## src/tso_pkg.sv

```systemverilog
`timescale 1ns / 1ps
`default_nettype none

package tso_pkg;

   typedef enum logic [1:0] {
      SHAPE_NONE   = 2'd0,
      SHAPE_SMALL  = 2'd1,
      SHAPE_LARGE  = 2'd2,
      SHAPE_SQUARE = 2'd3
   } shape_type;

   localparam int CSR_INDEX_W = 2;
   localparam logic [CSR_INDEX_W-1:0] CSR_SMALL_RADIUS = 2'd0;
   localparam logic [CSR_INDEX_W-1:0] CSR_LARGE_RADIUS = 2'd1;

   localparam int RADIUS_W = 9;
   localparam int RSUM_W   = RADIUS_W + 1;
   localparam int DIFF_W   = 11;
   localparam int SQ_W     = 2 * DIFF_W;
   localparam int DIST_W   = SQ_W + 1;

   localparam int HALF_TILE = 128;
   localparam int ONE_TILE  = 256;
   localparam int FAR_LIMIT = 1024;

   localparam logic [RADIUS_W-1:0] SMALL_RADIUS_RESET = 9'd64;
   localparam logic [RADIUS_W-1:0] LARGE_RADIUS_RESET = 9'd128;

   typedef struct packed {
      logic                     decided;
      logic                     hit;
      logic signed [DIFF_W-1:0] dx;
      logic signed [DIFF_W-1:0] dy;
      logic [RSUM_W-1:0]        rsum;
   } prep_type;

endpackage

`default_nettype wire

```

## src/tso_prep.sv

```systemverilog
`timescale 1ns / 1ps
`default_nettype none

module tso_prep
   import tso_pkg::*;
#(
   parameter int POS_BITS = 16
) (
   input  shape_type             shape_a,
   input  logic [POS_BITS-1:0]   pos_a_x,
   input  logic [POS_BITS-1:0]   pos_a_y,
   input  shape_type             shape_b,
   input  logic [POS_BITS-1:0]   pos_b_x,
   input  logic [POS_BITS-1:0]   pos_b_y,
   input  logic [RADIUS_W-1:0]   small_radius,
   input  logic [RADIUS_W-1:0]   large_radius,
   output prep_type              prep
);

   localparam int W = (POS_BITS + 2 > 12) ? POS_BITS + 2 : 12;
   localparam logic signed [W-1:0] HALF_S = W'(HALF_TILE);
   localparam logic signed [W-1:0] ONE_S  = W'(ONE_TILE);
   localparam logic signed [W-1:0] FAR_S  = W'(FAR_LIMIT);

   logic signed [W-1:0] ax, ay, bx, by;
   logic signed [W-1:0] dx_cc, dy_cc;
   logic signed [W-1:0] cx, cy, lo_x, lo_y, hi_x, hi_y, nx, ny;
   logic signed [W-1:0] dx_cs, dy_cs, dx_sel, dy_sel;
   logic                a_is_circle, any_none, is_ss, is_cs;
   logic                in_box, far, ss_hit;
   logic [RADIUS_W-1:0] ra, rb, rc;

   assign ax = W'(pos_a_x);
   assign ay = W'(pos_a_y);
   assign bx = W'(pos_b_x);
   assign by = W'(pos_b_y);

   assign ra = (shape_a == SHAPE_SMALL) ? small_radius : large_radius;
   assign rb = (shape_b == SHAPE_SMALL) ? small_radius : large_radius;

   assign any_none    = (shape_a == SHAPE_NONE) || (shape_b == SHAPE_NONE);
   assign is_ss       = (shape_a == SHAPE_SQUARE) && (shape_b == SHAPE_SQUARE);
   assign is_cs       = (shape_a == SHAPE_SQUARE) != (shape_b == SHAPE_SQUARE);
   assign a_is_circle = (shape_b == SHAPE_SQUARE);

   assign dx_cc = ax - bx;
   assign dy_cc = ay - by;

   // The circle center sits half a tile in from its position.
   assign cx   = (a_is_circle ? ax : bx) + HALF_S;
   assign cy   = (a_is_circle ? ay : by) + HALF_S;
   assign lo_x = a_is_circle ? bx : ax;
   assign lo_y = a_is_circle ? by : ay;
   assign hi_x = lo_x + ONE_S;
   assign hi_y = lo_y + ONE_S;
   assign rc   = a_is_circle ? ra : rb;

   assign nx = (cx < lo_x) ? lo_x : ((cx > hi_x) ? hi_x : cx);
   assign ny = (cy < lo_y) ? lo_y : ((cy > hi_y) ? hi_y : cy);

   assign dx_cs = cx - nx;
   assign dy_cs = cy - ny;

   assign in_box = (cx >= lo_x) && (cx <= hi_x) && (cy >= lo_y) && (cy <= hi_y);

   assign dx_sel = is_cs ? dx_cs : dx_cc;
   assign dy_sel = is_cs ? dy_cs : dy_cc;

   assign far = (dx_sel >= FAR_S) || (dx_sel <= -FAR_S) ||
                (dy_sel >= FAR_S) || (dy_sel <= -FAR_S);

   assign ss_hit = (dx_cc >= -ONE_S) && (dx_cc <= ONE_S) &&
                   (dy_cc >= -ONE_S) && (dy_cc <= ONE_S);

   always_comb begin
      prep.dx   = dx_sel[DIFF_W-1:0];
      prep.dy   = dy_sel[DIFF_W-1:0];
      prep.rsum = is_cs ? RSUM_W'(rc) : (RSUM_W'(ra) + RSUM_W'(rb));
      priority if (any_none) begin
         prep.decided = 1'b1;
         prep.hit     = 1'b0;
      end else if (is_ss) begin
         prep.decided = 1'b1;
         prep.hit     = ss_hit;
      end else if (is_cs && in_box) begin
         prep.decided = 1'b1;
         prep.hit     = 1'b1;
      end else if (far) begin
         prep.decided = 1'b1;
         prep.hit     = 1'b0;
      end else begin
         prep.decided = 1'b0;
         prep.hit     = 1'b0;
      end
   end

endmodule

`default_nettype wire

```

## config.mk

```make
export PLATFORM = sky130hd
export DESIGN_NAME = tso_prep
export DESIGN_NICKNAME = d
export VERILOG_FILES = /design/src/tso_pkg.sv /design/src/tso_prep.sv
export SDC_FILE = /design/constraint.sdc
export NUM_CORES = 1
export LEC_CHECK = 0
export ABC_AREA = 0
export BUFFER_PORTS_ARGS = -buffer_cell sky130_fd_sc_hd__buf_2
export CORE_ASPECT_RATIO = 0.6
export CORE_MARGIN = 1.5
export CORE_UTILIZATION = 30
export DETAILED_ROUTE_END_ITERATION = 8
export PLACE_DENSITY = 0.47
export SYNTH_ARGS = -nofsm -noshare
export SYNTH_HDL_FRONTEND = slang
export SYNTH_SLANG_ARGS = --single-unit
```

## constraint.sdc

```tcl
create_clock -name vclk -period 16.5
set_input_delay 2.475 -clock vclk [all_inputs]
set_output_delay 2.475 -clock vclk [all_outputs]
set_load 0.02 [all_outputs]
```

# Yosys cells after proc, flatten, opt, wreduce, memory -nomap -nowiden
# Cells that the tools add are included.
[classes]
n_addsub = 9
magnitude_cmp = 16
n_eq_ne = 5
muxes = 18
reduce_logical = 14
[ops]
columns = ["operator", "count"]
rows = [
  ["2-to-1 mux 17 bit", 4],
  ["2-to-1 mux 16 bit", 4],
  ["greater-or-equal comparator 18 x 12 -> 1 bit, second input constant", 2],
  ["<= comparator 18 x 11 -> 1 bit, second input constant", 2],
  ["2-to-1 mux 18 bit", 2],
  ["subtractor 17 x 17 -> 18 bit", 2],
  ["adder 16 x 8 -> 17 bit, second input constant", 2],
  ["adder 16 x 9 -> 17 bit, second input constant", 2],
  ["greater-or-equal comparator 17 x 16 -> 1 bit", 2],
  ["greater-or-equal comparator 17 x 9 -> 1 bit, second input constant", 2],
  ["> comparator 17 bit", 2],
  ["<= comparator 17 x 10 -> 1 bit, second input constant", 2],
  ["<= comparator 17 bit", 2],
  ["< comparator 17 x 16 -> 1 bit", 2],
  ["subtractor 16 x 16 -> 17 bit", 2],
  ["2-to-1 mux 9 bit", 3],
  ["adder 9 x 9 -> 10 bit", 1],
  ["2-to-1 mux 10 bit", 1],
  ["logical AND 1 bit", 8],
  ["2-to-1 mux 2 bit", 4],
  ["== test 2 x 1 -> 1 bit, second input constant", 2],
  ["== test 2 bit, second input constant", 2],
  ["zero test 2 bit", 2],
  ["logical OR 1 bit", 4],
  ["inequality test 1 bit", 1],
]
[totals]
reg_bits = 0
out_inout_bits = 34
word_cells = 62

# Logic depth before layout (Yosys ltp)
[depth]
ltp_word = 16
depth_mapped = 37
ltp_nobuf = 32

# Least setup slack after synthesis
# Ideal clock, no wire load.
[synth_timing]
path_type = "input to output"
startpoint = "in shape_b[1]"
endpoint = "out prep[33] in the netlist's numbering"
t_arrival_ns = 9.953
path_slack_ns = 4.072
path_stages = 36
cell_sequence = "buf_4 -> nand2_4 -> inv_4 -> buf_4 -> buf_2 -> buf_2 -> buf_1 -> clkbuf_1 -> nand2_1 -> o21ai_0 -> ha_1 -> nand2_1 -> xor2_1 -> ha_1 -> a21o_1 -> a211o_1 -> o211ai_1 -> a21oi_1 -> a2111oi_4 -> nor3_2 -> or2_4 -> xnor2_4 -> mux2_1 -> ha_1 -> inv_1 -> fa_1 -> a21oi_1 -> o22ai_1 -> o221ai_1 -> nand3_1 -> nand3_1 -> o32a_1 -> or4_1 -> nor4b_1 -> mux2i_1 -> a211o_1"
[synth_lines]
columns = ["element", "line", "source"]
rows = [
  ["start: declaration", "tso_prep.sv:12", "input shape_type shape_b,"],
  ["end: declaration", "tso_prep.sv:17", "output prep_type prep"],
]

==> flow_summary.ini <==
[status]
status = completed

[worst_setup_path]
timing.critical_path.mode_cell = ha_1
slowest_stage = o31a_1
cp_max_fo = 53
arrival_ns = 11.29
crit_path_end_kind = output pin
critPathKind = in2out
crit_start = shape_b[1]
critPathLaunchType = input pin
crit_path_max_incr_delay_ns = 0.78
critPathCapture = prep[33]
required_ns = 14.03

[route]
drt_iter0_drc = 859
vias = 8908
routedWlPerCell_um = 18.30
drcViolationCount = 0
wl_um = 28930
firstDrtPassIters = 5
viasPerCell = 5.634
ant_nets = 0

[placement]
routabilityCongestion = 0.8810
hpwlAfterDp_um = 24380
port-buffer-count = 120

[logic_synthesis]
yosysTopAreaCellShare = 0.1831
synth_area_leaders = ha_1 (18%), mux2i_1 (7.4%), o21ai_0 (6.1%), a21oi_1 (5.5%), xnor2_1 (5.3%)
syn_nets = 1351
yosys.area.top_type = ha_1
ys_warn_count = 0
yosysSeqAreaShare = 0
synth_area_per_cell_sq_um = 6.930
yosys.cell_types.count = 84
syn_area_sq_mm = 0.007928
netlist_instances = 1144

[cts]
cts_hold_buf = 0
cts_resized = 0
post_cts_buffers = 0

[cells_and_area]
seq_cell_count = 0
num-fill-cells = 2808
nClkBuffers = 0
final_nets = 1436
multi_input_area_sq_mm = 0.007452
drive_gt1_frac = 0.1426
area.sequential_sq_um = 0
area_delta_synth_final_pct = 11.40

[floorplanning]
core_area_sq_mm = 0.02562
die_h_um = 128.9
ios = 120
die-area_sq_mm = 0.02744
start_util = 0.3095
die_w_um = 212.9
rows = 45

[timing]
relSlewSlack = 0.4273
worst_pin_slew_ns = 0.8590
rsz0062_at_grt = false
hold_violations = 0
fmax_ghz = 0.07263
setup_tns_ns = 0
slew_violations = 0
finalCritPeriodShare = 0.8344
fin_crit_ns = 13.77
hold_ws_ns = 5.537
setup_violations = 0

[global_routing]
grt_start_max_net_pins = 54
grt_overflow_total = 0
grt_pass1_vias = 7958
grt_usage = 0.2053
grt_first_pass_wirelength_um = 45040
grt_antenna_before_repair = 4

[power_and_ir_drop]
fin_total_pwr_uw = 619.7
p_per_area_mw_per_mm2 = 70.17
ir_drop_uv = 21.86
p_leak_uw = 0.003975

[worst_hold_path]
hp-class = in2out

[flow_run]
drv_cap = 0
[routing by layer]
metal,part of all wire,GRT usage,routed length (um),vias to the layer above
met5,0.00045,0,13,-
met1,0.57,0.3508,16410,4198
met2,0.36,0.2822,10540,268
li1,-,-,-,4434
met3,0.067,0.01050,1944,6
met4,0.00069,0.005423,20,2
[worst min-delay path by stage]
stage	start	end	slack (ns)	cells past startpoint
3_3_place_gp	pos_b_x[0]	prep[21]	5.53	4
4_1_cts	large_radius[5]	prep[5]	5.53	5
3_5_place_dp	large_radius[5]	prep[5]	5.54	5
2_1_floorplan	shape_a[0]	prep[32]	5.21	2
5_1_grt	small_radius[5]	prep[5]	5.58	5
6_report	small_radius[5]	prep[5]	5.54	5
[worst max-delay path, delay by kind of cell]
family	cells	cell delay, ns
xor gates and xnor gates	2	0.59
and+or+nand+nor	7	1.86
adders and majority gates	4	1.08
buffers and inverters	5	1.17
muxes	1	0.20
AOI/OAI and AO/OA	14	3.89
[cells in the mapped netlist, drive strengths merged (4+ instances only)]
master  number
ha         116
o21ai      108
a21oi       88
nand2       86
inv         78
nor2        70
mux2i       59
xnor2       50
nand3       45
nor3        32
a21o        30
clkbuf      27
mux2        26
xor2        26
nand2b      23
or3         20
nor2b       17
nand4       16
buf         15
o21a        15
o22ai       13
o31ai       12
and3        11
o211ai      11
a31oi       10
and2        10
a211oi       9
or4          9
nor4         8
a211o        7
a21boi       7
or2          7
nand4b       6
o21bai       6
o22a         6
a221oi       5
fa           5
o31a         4
[cell usage in the layout (no fill, tap or decap), types with 30 or more instances in the layout]
master and instances:
a21o_1 30, a21oi_1 87, buf_2 120, ha_1 115, inv_1 76, mux2i_1 59, nand2_1 85, nand3_1 45
nor2_1 70, nor3_1 31, o21ai_0 96, xnor2_1 48
[report_power, final]
group | switching [uW] | internal [uW] | total, uW | leakage, uW
clock | 0 | 0.0000163 | 0.0000163 | 0.0000000127
combinational | 376 | 244 | 620 | 0.00397
sequential | 0 | 0 | 0 | 0
[through the flow]
step	utilization	worst slack [ns]	cells	instance area, sq um
global placement	0.3445	3.192	1579	8826
global route	0.3447	2.159	1581	8831
finish	0.3447	2.732	1581	8831
CTS	0.3445	2.858	1579	8826
detailed placement	0.3445	2.918	1579	8826
floorplan	-	4.072	1144	7928
[kinds of logic after synthesis]
kind of cell / synth area share
buffers and inverters: 0.06029
muxes: 0.1114
adders and majority gates: 0.1957
and+or+nand+nor: 0.2416
xor gates and xnor gates: 0.08870
AOI/OAI and AO/OA: 0.3022
[cell type report]
cell class | instances | area share
Multi-Input combinational cell | 1024 | 0.8439
Tap cell | 352 | 0.04987
Antenna cell | 2 | 0.0005667
Inverter | 78 | 0.03344
Timing Repair Buffer | 125 | 0.07226
No activity file was read; power rests on OpenSTA's default activity.
